## config.mk

```make
export PLATFORM = sky130hd
export DESIGN_NAME = sbpo_box
export DESIGN_NICKNAME = d
export VERILOG_FILES = /design/src/hdl/sbpo_pkg.sv /design/src/hdl/sbpo_box.sv
export SDC_FILE = /design/constraint.sdc
export NUM_CORES = 2
export LEC_CHECK = 0
export ABC_AREA = 1
export BUFFER_PORTS_ARGS = -buffer_cell sky130_fd_sc_hd__buf_4
export CORE_UTILIZATION = 44
export DETAILED_ROUTE_END_ITERATION = 7
export HOLD_SLACK_MARGIN = 0.03
export PLACE_DENSITY = 0.66
export SYNTH_ARGS = -nofsm -noshare
export SYNTH_HDL_FRONTEND = slang
export SYNTH_SLANG_ARGS = --single-unit
```

## constraint.sdc

```tcl
create_clock -name clk -period 5.36 [get_ports clk]
set_input_delay 0 -clock clk [delete_from_list [all_inputs] [get_ports clk]]
set_output_delay 0 -clock clk [all_outputs]
set_load 0.02 [all_outputs]
```

## src/hdl/sbpo_pkg.sv

```systemverilog
// Shared widths and types for the box pair overlap pipeline.
`default_nettype none
package sbpo_pkg;
    localparam int CoordW = 16;
    localparam int HalfW  = 14;
    localparam int TrigW  = 16;
    localparam int FracW  = 14;
    localparam int ProdW  = HalfW + 1 + TrigW;
    localparam int TermW  = ProdW - FracW;
    localparam int CornW  = 18;
    localparam int NormW  = CornW + 1;
    localparam int ProjW  = 40;
    localparam int NumCorners = 4;
    localparam int NumAxes    = 4;
    localparam int Depth      = 6;

    typedef logic signed [CornW-1:0] corner_t;

    typedef struct packed {
        corner_t [NumCorners-1:0] x;
        corner_t [NumCorners-1:0] y;
    } corners_t;
endpackage
`default_nettype wire

```

## src/hdl/sbpo_box.sv

```systemverilog
// Two-stage corner generator for one rotated box.
`default_nettype none
module sbpo_box (
    input  wire logic                                clk,
    input  wire logic                                en,
    input  wire logic signed [sbpo_pkg::CoordW-1:0]  cx,
    input  wire logic signed [sbpo_pkg::CoordW-1:0]  cy,
    input  wire logic        [sbpo_pkg::HalfW-1:0]   hw,
    input  wire logic        [sbpo_pkg::HalfW-1:0]   hh,
    input  wire logic signed [sbpo_pkg::TrigW-1:0]   c,
    input  wire logic signed [sbpo_pkg::TrigW-1:0]   s,
    output sbpo_pkg::corners_t                       corners
);
    logic signed [sbpo_pkg::ProdW-1:0] p_ws, p_wc, p_hc, p_hs;
    logic signed [sbpo_pkg::TermW-1:0] ws_reg, wc_reg, hc_reg, hs_reg;
    logic signed [sbpo_pkg::CoordW-1:0] cx_reg, cy_reg;
    logic signed [sbpo_pkg::CornW-1:0] px, py, ws, wc, hc, hs;
    sbpo_pkg::corners_t corners_next, corners_reg;

    assign p_ws = $signed({1'b0, hw}) * s;
    assign p_wc = $signed({1'b0, hw}) * c;
    assign p_hc = $signed({1'b0, hh}) * c;
    assign p_hs = $signed({1'b0, hh}) * s;

    always_ff @(posedge clk)
    begin
        if (en)
        begin
            // floor by dropping fraction bits
            ws_reg <= p_ws[sbpo_pkg::ProdW-1:sbpo_pkg::FracW];
            wc_reg <= p_wc[sbpo_pkg::ProdW-1:sbpo_pkg::FracW];
            hc_reg <= p_hc[sbpo_pkg::ProdW-1:sbpo_pkg::FracW];
            hs_reg <= p_hs[sbpo_pkg::ProdW-1:sbpo_pkg::FracW];
            cx_reg <= cx;
            cy_reg <= cy;
            corners_reg <= corners_next;
        end
    end

    always_comb
    begin
        px = sbpo_pkg::CornW'(cx_reg);
        py = sbpo_pkg::CornW'(cy_reg);
        ws = sbpo_pkg::CornW'(ws_reg);
        wc = sbpo_pkg::CornW'(wc_reg);
        hc = sbpo_pkg::CornW'(hc_reg);
        hs = sbpo_pkg::CornW'(hs_reg);
        corners_next.x[0] = px - ws + wc;
        corners_next.y[0] = py + hc + hs;
        corners_next.x[1] = px + ws + wc;
        corners_next.y[1] = py - hc + hs;
        corners_next.x[2] = px + ws - wc;
        corners_next.y[2] = py - hc - hs;
        corners_next.x[3] = px - ws - wc;
        corners_next.y[3] = py + hc - hs;
    end

    assign corners = corners_reg;
endmodule
`default_nettype wire

```

== Word-level counts from Yosys, hierarchy flattened ==
Cells that the tools add are included.

* Add/subtract/negate cells: 12
* $mul: 4

{| class="wikitable"
|+ Operators with widths
! operator !! number
|-
| 15-bit by 16-bit multiplier with 31-bit output || 4
|-
| 18-bit by 17-bit adder with 18-bit output || 4
|-
| 18-bit by 17-bit subtractor with 18-bit output || 4
|-
| 16-bit by 17-bit adder with 18-bit output || 2
|-
| 16-bit by 17-bit subtractor with 18-bit output || 2
|}

* Flip-flop bits (word level): 244
* Input port bits: 94
* Output and inout bits: 144
* Word-level logic and storage cells: 30

== Longest topological paths before layout ==
* Depth in word-level cells: 2
* Depth in mapped cells: 27
* Mapped depth without buffers: 25

== Worst setup path after synthesis ==
OpenSTA, ideal clock, no wires.

* Kind: input to register
* Start point: in c[15] (netlist name)
* End point: reg hc_reg[16] (netlist name) (data pin)
* Setup time: 0.253 ns
* Arrival: 5.161 ns
* Data required time: 5.107 ns
* Path slack: -0.054 ns
* Stages on the path: 21
* Path buffers: 2
* Path through: clkbuf_1 -> clkbuf_1 -> nand2_1 -> fa_1 -> fa_1 -> inv_1 -> fa_1 -> fa_1 -> fa_1 -> fa_1 -> ha_1 -> a21oi_1 -> inv_1 -> a31oi_1 -> o21ai_0 -> inv_1 -> nor2_1 -> nor2_1 -> nand2_1 -> nand2_1 -> nand2_1

* Cells in the longest elaborated chain, start to end: 1

{| class="wikitable"
|+ RTL lines
! item !! RTL line !! text
|-
| start: declaration || sbpo_box.sv:10 || <nowiki>input wire logic signed [sbpo_pkg::TrigW-1:0] c,</nowiki>
|-
| 15-bit by 16-bit multiplier with 31-bit output || sbpo_box.sv:22 || <nowiki>assign p_hc = $signed({1'b0, hh}) * c;</nowiki>
|-
| named net p_hc (one bit) || sbpo_box.sv:14 || <nowiki>logic signed [sbpo_pkg::ProdW-1:0] p_ws, p_wc, p_hc, p_hs;</nowiki>
|-
| end signal: assignment || sbpo_box.sv:32 || <nowiki>hc_reg <= p_hc[sbpo_pkg::ProdW-1:sbpo_pkg::FracW];</nowiki>
|-
| end: declaration || sbpo_box.sv:15 || <nowiki>logic signed [sbpo_pkg::TermW-1:0] ws_reg, wc_reg, hc_reg, hs_reg;</nowiki>
|}

The timed path passes the listed nets, and every way through them passes these cells.
A chain may end at the register's enable or synchronous reset.

== Final worst setup path ==
* Start point: in hh[0] (netlist name)
* End point: reg hc_reg[12] (netlist name) (data pin)

* Cells in the longest elaborated chain, start to end: 1

{| class="wikitable"
|+ RTL lines
! item !! RTL line !! text
|-
| start: declaration || sbpo_box.sv:9 || <nowiki>input wire logic [sbpo_pkg::HalfW-1:0] hh,</nowiki>
|-
| 15-bit by 16-bit multiplier with 31-bit output || sbpo_box.sv:22 ||
|-
| named net p_hc (one bit) || sbpo_box.sv:14 ||
|}

The timed path passes the listed nets, and every way through them passes these cells.

==> summary.md <==
| Metric | Value |
|---|---|
| Fraction of layout instances using a drive strength above 1 | `8.16%` |
| Hold WC Path Type | `input pin to flop` |
| GRT overflow | `0` |
| Post-Synth XOR/XNOR Area | `3.90%` |
| Reg-to-reg critical path startpoint | `hc_reg[0]` |
| Hold Vio Cnt, Final | `0` |
| Rel. slew slack | `39.2%` |
| Mapped Area | `54300 um2` |
| Clk buf depth | `3` |
| Seq/Total Area, Yosys | `13.3%` |
| R2r setup slk | `1.08 ns` |
| Vias | `44.1k` |
| Clk Latency, worst-skew pair | `0.58 ns` |
| Tcrit/Tclk final | `91.6%` |
| Detailed Place HPWL | `129 mm` |
| Reg-to-Reg End | `corners[67]` |
| Die X | `353 um` |
| Routability cong. | `0.958` |
| Worst EP required | `5.69 ns` |
| Mean routed wirelength per cell | `17.1 um` |
| Post-layout net count | `8723` |
| DRT Pass-1 Iters | `5` |
| Top FF cell, synth | `edfxtp_1` |
| End point of the critical path | `hc_reg[12]` |
| Worst hold slack | `0.127 ns` |
| Main combinational cell family by area after synthesis | `adder cells` |
| CTS Sinks | `240` |
| Synth area leader | `fa_1` |
| GRT Total Usage | `24.6%` |
| Largest register FFs | `140` |
| Multiplexer share of the synthesized area | `0%` |
| CTS tree | `yes` |
| Syn_nets | `8430` |
| Max Fclk | `204 MHz` |
| Crit path DAT | `5.23 ns` |
| RSZ-0062 raised after global routing | `false` |
| Vias in the first global route | `46.0k` |
| Syn Area/Cell | `7.80 um2` |
| Clock Skew | `0.0177 ns` |
| Layout fillers | `11.9k` |
| Simple-Gate Fraction of Synth Area | `16.8%` |
| DRT iter0 DRCs | `2902` |
| Largest net degree at the start of global routing | `122` |
| Number of enable flip-flop cells after synthesis | `240` |
| Slew at the pin closest to its max-slew limit | `0.911 ns` |
| Status | `finished clean` |
| Async SR Flop Fraction | `0%` |
| DIE HEIGHT | `353 um` |
| Seq cells post-synth | `240` |
| Global-route wire length before repair | `244 mm` |
| Clk pin slew, worst setup/hold paths | `0.06 ns` |
| Critical setup path kind | `input pin to flop` |
| Pins Over Slew Limit | `0` |
| Setup Viol. Count Final | `0` |
| Avg Vias per Cell | `4.95` |
| Compound-cell area share of the yosys netlist | `6.73%` |
| Final worst path period need | `4.91 ns` |
| Min-delay src | `cx[7]` |
| Worst R2R Path Depth | `14` |
| Type of origin of the critical path | `input pin` |
| CTS Root Cell | `clkbuf_16` |
| Die ar. | `125000 um2` |
| CTS H-tree depth | `1` |
| Core outline area | `122000 um2` |
| Antenna violations before repair | `12` |
| Num CTS Buffers | `28` |
| Synth top area share | `32.4%` |
| Max Cap Viol | `0` |
| Crit path from | `hh[0]` |
| Ports | `238` |
| WL final | `152 mm` |
| DRC | `0` |
| Kind of end point of the critical path | `flop` |
| Synth area leaders | `fa_1 32%, inv_1 13%, edfxtp_1 13%, nand2_1 11%, ha_1 11%` |
| Initial Utilization | `44.5%` |
| Synth Area in Adders | `43.8%` |
| Standard-cell rows | `128` |
| Input/output buffers | `237` |
| CP Max Fanout | `13` |
| Yosys cell types | `48` |
| Post-route ant nets | `0` |
| Synth Warn # | `0` |
| Area Overhead vs Synth | `11.4%` |
| Gate Count Post-Synth | `6964` |
critical path, cell delays in order:
cell and delay (ns):
buf_4 0.18, buf_4 0.20, nand2_1 0.08, inv_1 0.06, fa_1 0.53, inv_1 0.07, fa_1 0.54, inv_1 0.05
fa_1 0.48, fa_1 0.50, fa_1 0.48, inv_1 0.05, fa_1 0.48, inv_1 0.04, ha_1 0.37, nand2_1 0.14
nor2_1 0.14, inv_1 0.10, nor4_1 0.34, o21ai_0 0.20, nand3_1 0.12, nand2_1 0.06
per-layer routing:
layer / routed length, um / GRT usage (%) / vias up
li1: - / - / 21100
met1: 69100 / 34.4 / 21600
met2: 69700 / 40.0 / 1192
met3: 9220 / 3.24 / 220
met4: 3880 / 6.52 / 20
met5: 114 / 0 / -
stage by stage:
stage	cells	TNS [ns]	worst slack, ns	instance area, um2	utilization, %
2_1_floorplan	6964	0	0.00530	54300	-
3_3_place_gp	8819	-0.223	-0.0977	59100	48.4
3_5_place_dp	8819	-0.656	-0.102	59100	48.4
4_1_cts	8904	0	0.486	60500	49.6
5_1_grt	8905	0	0.110	60500	49.6
6_report	8906	0	0.452	60500	49.6
cell families (layout without fill, tap and decap cells):
logic type,count (synthesis),count (layout)
other cells,0,2
flops,240,240
simple gates,2278,2278
xor+xnor,242,242
fa+ha+maj,1372,1372
compound gates,631,631
buf+inv,2201,2516
synth_stat cells (3+ instances only):
cell / instances
a21o_1: 26
nand2_1: 1663
a31o_2: 5
xor2_1: 212
o21ai_2: 8
clkbuf_1: 124
ha_1: 492
o21ai_1: 11
inv_2: 19
nor2_1: 257
buf_1: 53
o211ai_1: 9
nor4_1: 12
o21ai_0: 124
inv_1: 1941
nand3b_1: 4
buf_4: 17
nand3_2: 3
nand3_1: 216
xnor2_1: 30
nor3_2: 3
a31oi_1: 16
o31ai_1: 16
a21boi_0: 13
a21oi_2: 12
nor2_2: 6
o21bai_1: 50
a21oi_1: 318
edfxtp_1: 240
nor2_4: 3
fa_1: 880
a21boi_2: 6
o21a_1: 5
nand2_2: 9
nand4_1: 33
buf_2: 39
a21boi_1: 7
buf_6: 5
nor3_1: 65
cell usage in the layout, fill, tap and decap left out, types with 6 or more instances in the layout:
master         synthesis  final
nor2_1               257    257
ha_1                 492    492
xnor2_1               30     30
a21boi_1               7      7
o31ai_1               16     16
fa_1                 880    879
edfxtp_1             240    240
o211ai_1               9      9
nand2_2                9      9
a21oi_2               12     12
nor4_1                12     12
xor2_1               212    212
a31oi_1               16     16
nand2_1             1663   1663
nand3_1              216    216
nor3_1                65     65
a21o_1                26     26
o21ai_0              124    124
inv_2                 19     19
nor2_2                 6      6
a21boi_0              13     13
buf_4                 17    445
o21bai_1              50     50
a21boi_2               6      6
nand4_1               33     33
dlygate4sd3_1          0     33
o21ai_1               11     11
a21oi_1              318    318
buf_12                 0     24
o21ai_2                8      8
bufinv_16              0      6
clkbuf_16              0     29
inv_1               1941   1941
worst min path at each step:
| stage | depth (start not counted) | endpoint |
|---|---|---|
| 6_report | 2 | cx_reg[7] |
| 5_1_grt | 2 | cx_reg[4] |
| 2_1_floorplan | 0 | cx_reg[0] |
| 3_3_place_gp | 1 | cy_reg[14] |
| 3_5_place_dp | 1 | cy_reg[2] |
| 4_1_cts | 2 | cx_reg[5] |
layout make-up:
| cell class | count | area, um2 | area share, % |
|---|---|---|---|
| Timing Repair Buffer | 503 | 4170 | 6.89 |
| Clock inverter | 18 | 272 | 0.449 |
| Sequential cell | 240 | 7210 | 11.9 |
| Antenna cell | 2 | 5.00 | 0.00828 |
| Clock buffer | 34 | 744 | 1.23 |
| Tap cell | 1625 | 2030 | 3.36 |
| Multi-Input combinational cell | 4523 | 38700 | 64.0 |
| Inverter | 1961 | 7360 | 12.2 |
what timing repair did:
action,CTS,global route
hold buffers,33,0
endpoints found under the hold margin,34,0
setup buffers,0,0
gates resized for setup,0,0
Power is left out: the tool's default activity adds up to more than one toggle a clock period on the data nets, which glitch-free logic cannot reach.
